## src/sv/assert_macros.svh

```systemverilog
// Assertion macros for the RTL of the face normal unit.
// No dependencies; build with NO_ASSERTIONS defined to drop every check.
`ifndef ASSERT_MACROS_SVH
`define ASSERT_MACROS_SVH
`ifndef NO_ASSERTIONS
// Checked on every rising edge outside reset.
`define ASSERT_CLK(lbl, clk, rst, prop, msg) \
  lbl: assert property (@(posedge clk) disable iff (rst) prop) else $error(msg);
// Checked on every rising edge, reset included.
`define ASSERT_ALWAYS(lbl, clk, prop, msg) \
  lbl: assert property (@(posedge clk) prop) else $error(msg);
`else
`define ASSERT_CLK(lbl, clk, rst, prop, msg)
`define ASSERT_ALWAYS(lbl, clk, prop, msg)
`endif
`endif

```

## src/sv/fnu_pkg.sv

```systemverilog
// Package of the face normal unit: payload types, stage records and widths.
// No dependencies.
`default_nettype none
package fnu_pkg;

  localparam int COORD_W = 24;
  localparam int NORM_W  = 16;
  localparam int EDGE_W  = COORD_W + 1;
  localparam int PROD_W  = 2 * EDGE_W;
  localparam int CROSS_W = PROD_W + 1;
  localparam int MAG_W   = CROSS_W;
  localparam int V_W     = 31;
  localparam int K_W     = $clog2(MAG_W - V_W + 1);
  localparam int SQ_W    = 2 * V_W;
  localparam int S_W     = SQ_W + 2;
  localparam int FRAC_W  = NORM_W - 2;
  localparam int X_W     = FRAC_W + 2;
  localparam int T_SHIFT = 2 * (FRAC_W + 1);
  localparam int REM_W   = SQ_W + T_SHIFT;
  localparam int P_W     = X_W + S_W;
  localparam int TERM_W  = P_W + X_W + 2;

  typedef struct packed {
    logic signed [COORD_W-1:0] a_x;
    logic signed [COORD_W-1:0] a_y;
    logic signed [COORD_W-1:0] a_z;
    logic signed [COORD_W-1:0] b_x;
    logic signed [COORD_W-1:0] b_y;
    logic signed [COORD_W-1:0] b_z;
    logic signed [COORD_W-1:0] c_x;
    logic signed [COORD_W-1:0] c_y;
    logic signed [COORD_W-1:0] c_z;
  } face_t;

  typedef struct packed {
    logic signed [NORM_W-1:0] normal_x;
    logic signed [NORM_W-1:0] normal_y;
    logic signed [NORM_W-1:0] normal_z;
    logic                     degenerate;
  } normal_t;

  // cross product as sign and magnitude
  typedef struct packed {
    logic [2:0]            neg;
    logic [2:0][MAG_W-1:0] mag;
  } cross_t;

  // state of the digit-by-digit root x = floor(sqrt(T / S)) per component
  typedef struct packed {
    logic [2:0]            neg;
    logic                  degen;
    logic [S_W-1:0]        s;
    logic [2:0][REM_W-1:0] rem;
    logic [2:0][X_W-1:0]   x;
    logic [2:0][P_W-1:0]   p;
  } root_t;

endpackage
`default_nettype wire

```

## src/sv/fnu_root_step.sv

```systemverilog
// One digit of x = floor(sqrt(T / S)) for all three components.
// Depends on fnu_pkg; keeps P = x * S so each digit needs only shifts and adds.
`default_nettype none
module fnu_root_step #(
  parameter int STEP = 0
) (
  input  logic           clk,
  input  logic           rst,
  input  logic           in_valid,
  output logic           in_ready,
  input  fnu_pkg::root_t in_data,
  output logic           out_valid,
  input  logic           out_ready,
  output fnu_pkg::root_t out_data
);
  import fnu_pkg::*;

  logic [TERM_W-1:0] term [3];
  root_t             data_next;

  // (x + b)^2 S - x^2 S = (x * S) << (STEP+1) + S << (2*STEP), b = 2^STEP
  always_comb begin
    data_next = in_data;
    for (int i = 0; i < 3; i++) begin
      term[i] = (TERM_W'(in_data.p[i]) << (STEP + 1)) + (TERM_W'(in_data.s) << (2 * STEP));
      if (TERM_W'(in_data.rem[i]) >= term[i]) begin
        data_next.rem[i] = in_data.rem[i] - REM_W'(term[i]);
        data_next.x[i]   = in_data.x[i] | (X_W'(1) << STEP);
        data_next.p[i]   = in_data.p[i] + (P_W'(in_data.s) << STEP);
      end
    end
  end

  assign in_ready = !out_valid || out_ready;

  always_ff @(posedge clk) begin
    if (rst) begin
      out_valid <= 1'b0;
    end else if (in_ready) begin
      out_valid <= in_valid;
    end
  end

  always_ff @(posedge clk) begin
    if (in_valid && in_ready) out_data <= data_next;
  end

endmodule
`default_nettype wire

```

## config.mk

```make
export PLATFORM = sky130hd
export DESIGN_NAME = fnu_root_step
export DESIGN_NICKNAME = d
export VERILOG_FILES = /design/src/sv/assert_macros.svh /design/src/sv/fnu_pkg.sv /design/src/sv/fnu_root_step.sv
export SDC_FILE = /design/constraint.sdc
export NUM_CORES = 2
export LEC_CHECK = 0
export BUFFER_PORTS_ARGS = -buffer_cell sky130_fd_sc_hd__buf_2
export CAP_MARGIN = 20
export CORE_AREA = 2 2 489 491
export DETAILED_ROUTE_END_ITERATION = 6
export DIE_AREA = 0 0 491 493
export GPL_TIMING_DRIVEN = 0
export PLACE_DENSITY = 0.42
export SYNTH_ARGS = -nofsm -noshare
export SYNTH_HDL_FRONTEND = slang
export SYNTH_SLANG_ARGS = --single-unit
```

## constraint.sdc

```tcl
create_clock -name clk -period 18.7 [get_ports clk]
set_input_delay 1.87 -clock clk [delete_from_list [all_inputs] [get_ports clk]]
set_output_delay 1.87 -clock clk [all_outputs]
set_load 0.05 [all_outputs]
```

# Word level (Yosys, flattened, before mapping)
# Index checks and enable logic that the tools add are counted.
[word_totals]
romBits = 0
ram_bits = 0
input_bits = 636
mem_count = 0
latch_bits = 0
regBits = 633
output_inout_bits = 634
[op_classes]
n_addsub = 9
n_div = 0
magnitude_cmp = 3
reduce_logical = 3
mux = 6
n_eq_ne = 0
n_shift = 0
multipliers = 0
bitwise_logic = 0
[op_table]
columns = ["cell", "n"]
rows = [
  ["$ge A92 B82 Y1", 3],
  ["$mux W92", 3],
  ["$sub A92 B82 Y92", 3],
  ["$add A81 B64 Y82", 3],
  ["$add A80 B64 Y80", 3],
  ["$mux W80", 3],
  ["$logic_and A1 B1 Y1", 1],
  ["$logic_not A1 Y1", 1],
  ["$logic_or A1 B1 Y1", 1],
]

# Logic depth before layout (Yosys ltp)
[depth]
ltp_word = 3
ltp_mapped = 33
mapped_depth_nobuf = 30

# Worst setup path before layout
# No wires, ideal clock.
[synth_path]
kind = "input to register"
startpoint = "input out_ready"
endpoint = "register out_data[0] (netlist name) (enable)"
arrival_time_ps = 16601
path_slack_ps = 1020
stages = 2
cell_sequence = "nand2b_1 and2_1"
[synth_via]
elab_chain_len = 2
[synth_rtl]
columns = ["item", "line", "text"]
rows = [
  ["start, declared", "fnu_root_step.sv:13", "input logic out_ready,"],
  ["$logic_or A1 B1 Y1", "fnu_root_step.sv:34", "assign in_ready = !out_valid || out_ready;"],
  ["$logic_and A1 B1 Y1", "fnu_root_step.sv:45", "if (in_valid && in_ready) out_data <= data_next;"],
  ["end signal, assigned", "fnu_root_step.sv:45", ""],
  ["end, declared", "fnu_root_step.sv:14", "output fnu_pkg::root_t out_data"],
]
# No other way between the ends.
# A chain may end at the register's enable or synchronous reset.

==> flow_metrics.py <==
metrics = {
    "power_and_ir_drop": {
        "irDropWorstVdd_mv": 0.0714,
        "leakagePower_nw": 31.3,
        "p_per_area_mw_per_mm2": 102,
    },
    "clock_network": {
        "cts_resized": 0,
        "clock-root-buffer": "clkbuf_16",
        "cts_buffer_depth": 3,
        "htree_levels": 3,
        "cts_hold_buf": 0,
        "clock_latency_ps": 740,
        "post_cts_buffers": 0,
        "cts_tree": "yes",
        "cts_num_sinks": 633,
        "clk_pin_slew_ps": 50,
        "cts_buffers": 92,
    },
    "die": {
        "fp.dieH_um": 493,
        "io_pins": 1270,
        "rows": 179,
        "dieArea_sq_mm": 0.242,
        "die_w_um": 491,
        "start_util": 0.263,
        "core_area_sq_mm": 0.237,
    },
    "detailed_routing": {
        "route.detailed.drc": 0,
        "vias": 64321,
        "drtAntennaViolNets": 0,
        "wire_per_inst_um": 28.2,
        "drtIter0Drc": 4856,
        "wl_um": 340000,
        "via_per_inst": 5.32,
        "drt-pass1-iter-count": 5,
    },
    "timing": {
        "skew_ps": 20.1,
        "final.setup.tns_ps": 0,
        "min_period_ps": 10930,
        "clock.fmax_ghz": 0.0915,
        "slew_headroom": 0.210,
        "timing.hold.ws_ps": 526,
        "worstMarginPinSlew_ps": 1190,
        "rsz0062_at_grt": "false",
        "setup_viol": 0,
        "fin_crit_sh": 0.585,
        "hold_viol": 0,
        "slew_violations": 0,
    },
    "hold_path": {
        "hp-class": "reg -> reg",
    },
    "worst_setup_path": {
        "crit_fanout": 10,
        "cp.arrival_ps": 11350,
        "crit_required_ps": 19120,
        "path_common_cell": "buf_2",
        "worst_setup_path_start_kind": "primary input",
        "endpoint_kind": "flip-flop",
        "critPathKind": "in -> reg",
        "critPathMaxStageDelay_ps": 700,
        "slowest_stage": "buf_2",
    },
    "global_route": {
        "met1_usage": 0.328,
        "grt-ovfl-total": 0,
        "grt_pass1_wl_um": 470000,
        "grt_max_degree": 68,
        "grt.busiest_layer": "met2",
        "gr-usage-met2": 0.452,
        "grt_util_met3": 0.0456,
        "antenna_found_initial": 125,
        "grt_usage": 0.268,
        "grt_pass1_vias": 62689,
    },
    "layout": {
        "area.growth.synth_to_final_pct": 22.1,
        "fin_area_sq_mm": 0.0761,
        "stdcell_count": 12081,
        "drive_above_1_share": 0.180,
        "nNetsFinal": 10076,
    },
    "logic_synthesis": {
        "synth.avg_cell_area_sq_um": 8.38,
        "synth_top_area_frac": 0.305,
        "synth-seq-cells": 633,
        "ys.flop_type": "edfxtp_1",
        "synth_nets": 8704,
        "yosys_warnings": 0,
        "ys_seq_area_frac": 0.305,
        "netlist.top_cell.by_area": "edfxtp_1",
        "synth.distinct_cells": 115,
        "yosys-top-cells-area": "edfxtp_1 (30%), ha_1 (13%), a21oi_1 (7.1%)",
        "syn-cell-area_sq_mm": 0.0623,
        "ys_async_sr_fraction": 0,
        "synthCells": 7432,
        "synth_edf_count": 632,
    },
    "placement": {
        "io_buffer_count": 1261,
        "routabilityCongestion": 0.958,
        "hpwl_um": 285000,
        "dp.cells": 11877,
        "placed_cell_area_sq_mm": 0.0730,
    },
    "run_status": {
        "outcome": "finished clean",
    },
    "job": {
        "cap_violations": 0,
    },
}
## power breakdown
part / internal, mW / total (mW) / switching, mW / leakage [nW]
sequential: 1.92 / 2.02 / 0.106 / 6.11
combinational: 1.14 / 3.90 / 2.76 / 23.8
clock: 1.06 / 1.81 / 0.754 / 1.44
total: 4.12 / 7.73 / 3.62 / 31.3
## critical path, delay by kind of cell
| family | cells | cell delay, ps |
|---|---|---|
| AO/OA/AOI/OAI | 15 | 3840 |
| XOR/XNOR | 1 | 230 |
| AND/OR/NAND/NOR | 5 | 1300 |
| adder cells (fa/ha/maj) | 2 | 830 |
| buffers and inverters | 7 | 3180 |
## per-layer routing
metal | wire length, um | up-vias
met2 | 159000 | 2244
met4 | 20000 | 36
met1 | 141000 | 31044
li1 | - | 30436
met3 | 19900 | 561
met5 | 253 | -
## registers in the layout, summed over array words and instances (netlist names)
| name | flops |
|---|---|
| out_data | 632 |
| out_valid | 1 |
## logic make-up (layout without fill, tap and decap cells)
logic type	count (synthesis)	count (layout)	synth area share
other cells	0	39	0
mux	23	23	0.00408
flops	633	633	0.305
simple gates	2268	2268	0.168
fa+ha+maj	636	636	0.129
xor+xnor	712	712	0.100
buf+inv	516	1959	0.0343
compound gates	2644	2644	0.260
## per-stage QoR
step	util	power (mW)	setup WS (ps)
finish	0.321	7.73	7770
global route	0.321	8.15	7390
CTS	0.321	7.79	7830
detailed placement	0.308	5.91	7040
global placement	0.306	6.00	-8020
floorplan	-	4.71	1020
## Yosys cell counts (55+ instances only)
cell / number
a21o_1: 351
a21oi_1: 882
a31oi_1: 81
and3_1: 55
buf_2: 62
clkbuf_1: 255
edfxtp_1: 632
ha_1: 627
inv_1: 171
nand2_1: 876
nand2b_1: 58
nand3_1: 145
nand4_1: 209
nor2_1: 558
nor2b_1: 71
nor3_1: 112
o21a_1: 75
o21ai_0: 711
o21bai_1: 143
xnor2_1: 397
xor2_1: 315
## cell type report
cell class                      count  area [sq um]
Sequential cell                   633         19000
Fill cell                       25616        161000
Clock buffer                      111          2420
Timing Repair Buffer             1278          6700
Clock inverter                     54           594
Inverter                          171           642
Multi-Input combinational cell   6283         41200
Buffer                            345          1500
Antenna cell                       39          97.6
Tap cell                         3167          3960
## placed cells by master, fill, tap and decap left out, drive strengths merged, types with 29 or more instances in the layout
| cell | n |
|---|---|
| ha | 627 |
| diode | 39 |
| nor3 | 115 |
| nand3 | 146 |
| nor2 | 559 |
| nand2b | 58 |
| or3 | 36 |
| and3 | 57 |
| xor2 | 315 |
| a21oi | 884 |
| inv | 175 |
| nor4 | 41 |
| nor2b | 71 |
| o211ai | 36 |
| clkinv | 29 |
| a211oi | 49 |
| o21bai | 144 |
| nand4 | 209 |
| clkbuf | 368 |
| xnor2 | 397 |
| nand2 | 877 |
| a21boi | 34 |
| a31oi | 82 |
| and2 | 30 |
| buf | 1365 |
| o21a | 75 |
| o21ai | 737 |
| a21o | 354 |
| edfxtp | 632 |
| o31ai | 50 |
## final timing paths
path | from | slack, ps | to | cells past startpoint
worst min register to register | out_valid$_SDFFE_PP0N_ | 530 | out_valid$_SDFFE_PP0N_ | 2
worst max register to register | out_valid$_SDFFE_PP0N_ | 15580 | out_data[367]$_DFFE_PP_ | 7
worst min-delay path | out_valid$_SDFFE_PP0N_ | 530 | out_valid$_SDFFE_PP0N_ | 2
worst max-delay path | in_data[566] | 7770 | out_data[472]$_DFFE_PP_ | 30
Note: power is estimated with default switching activity, not from simulation.
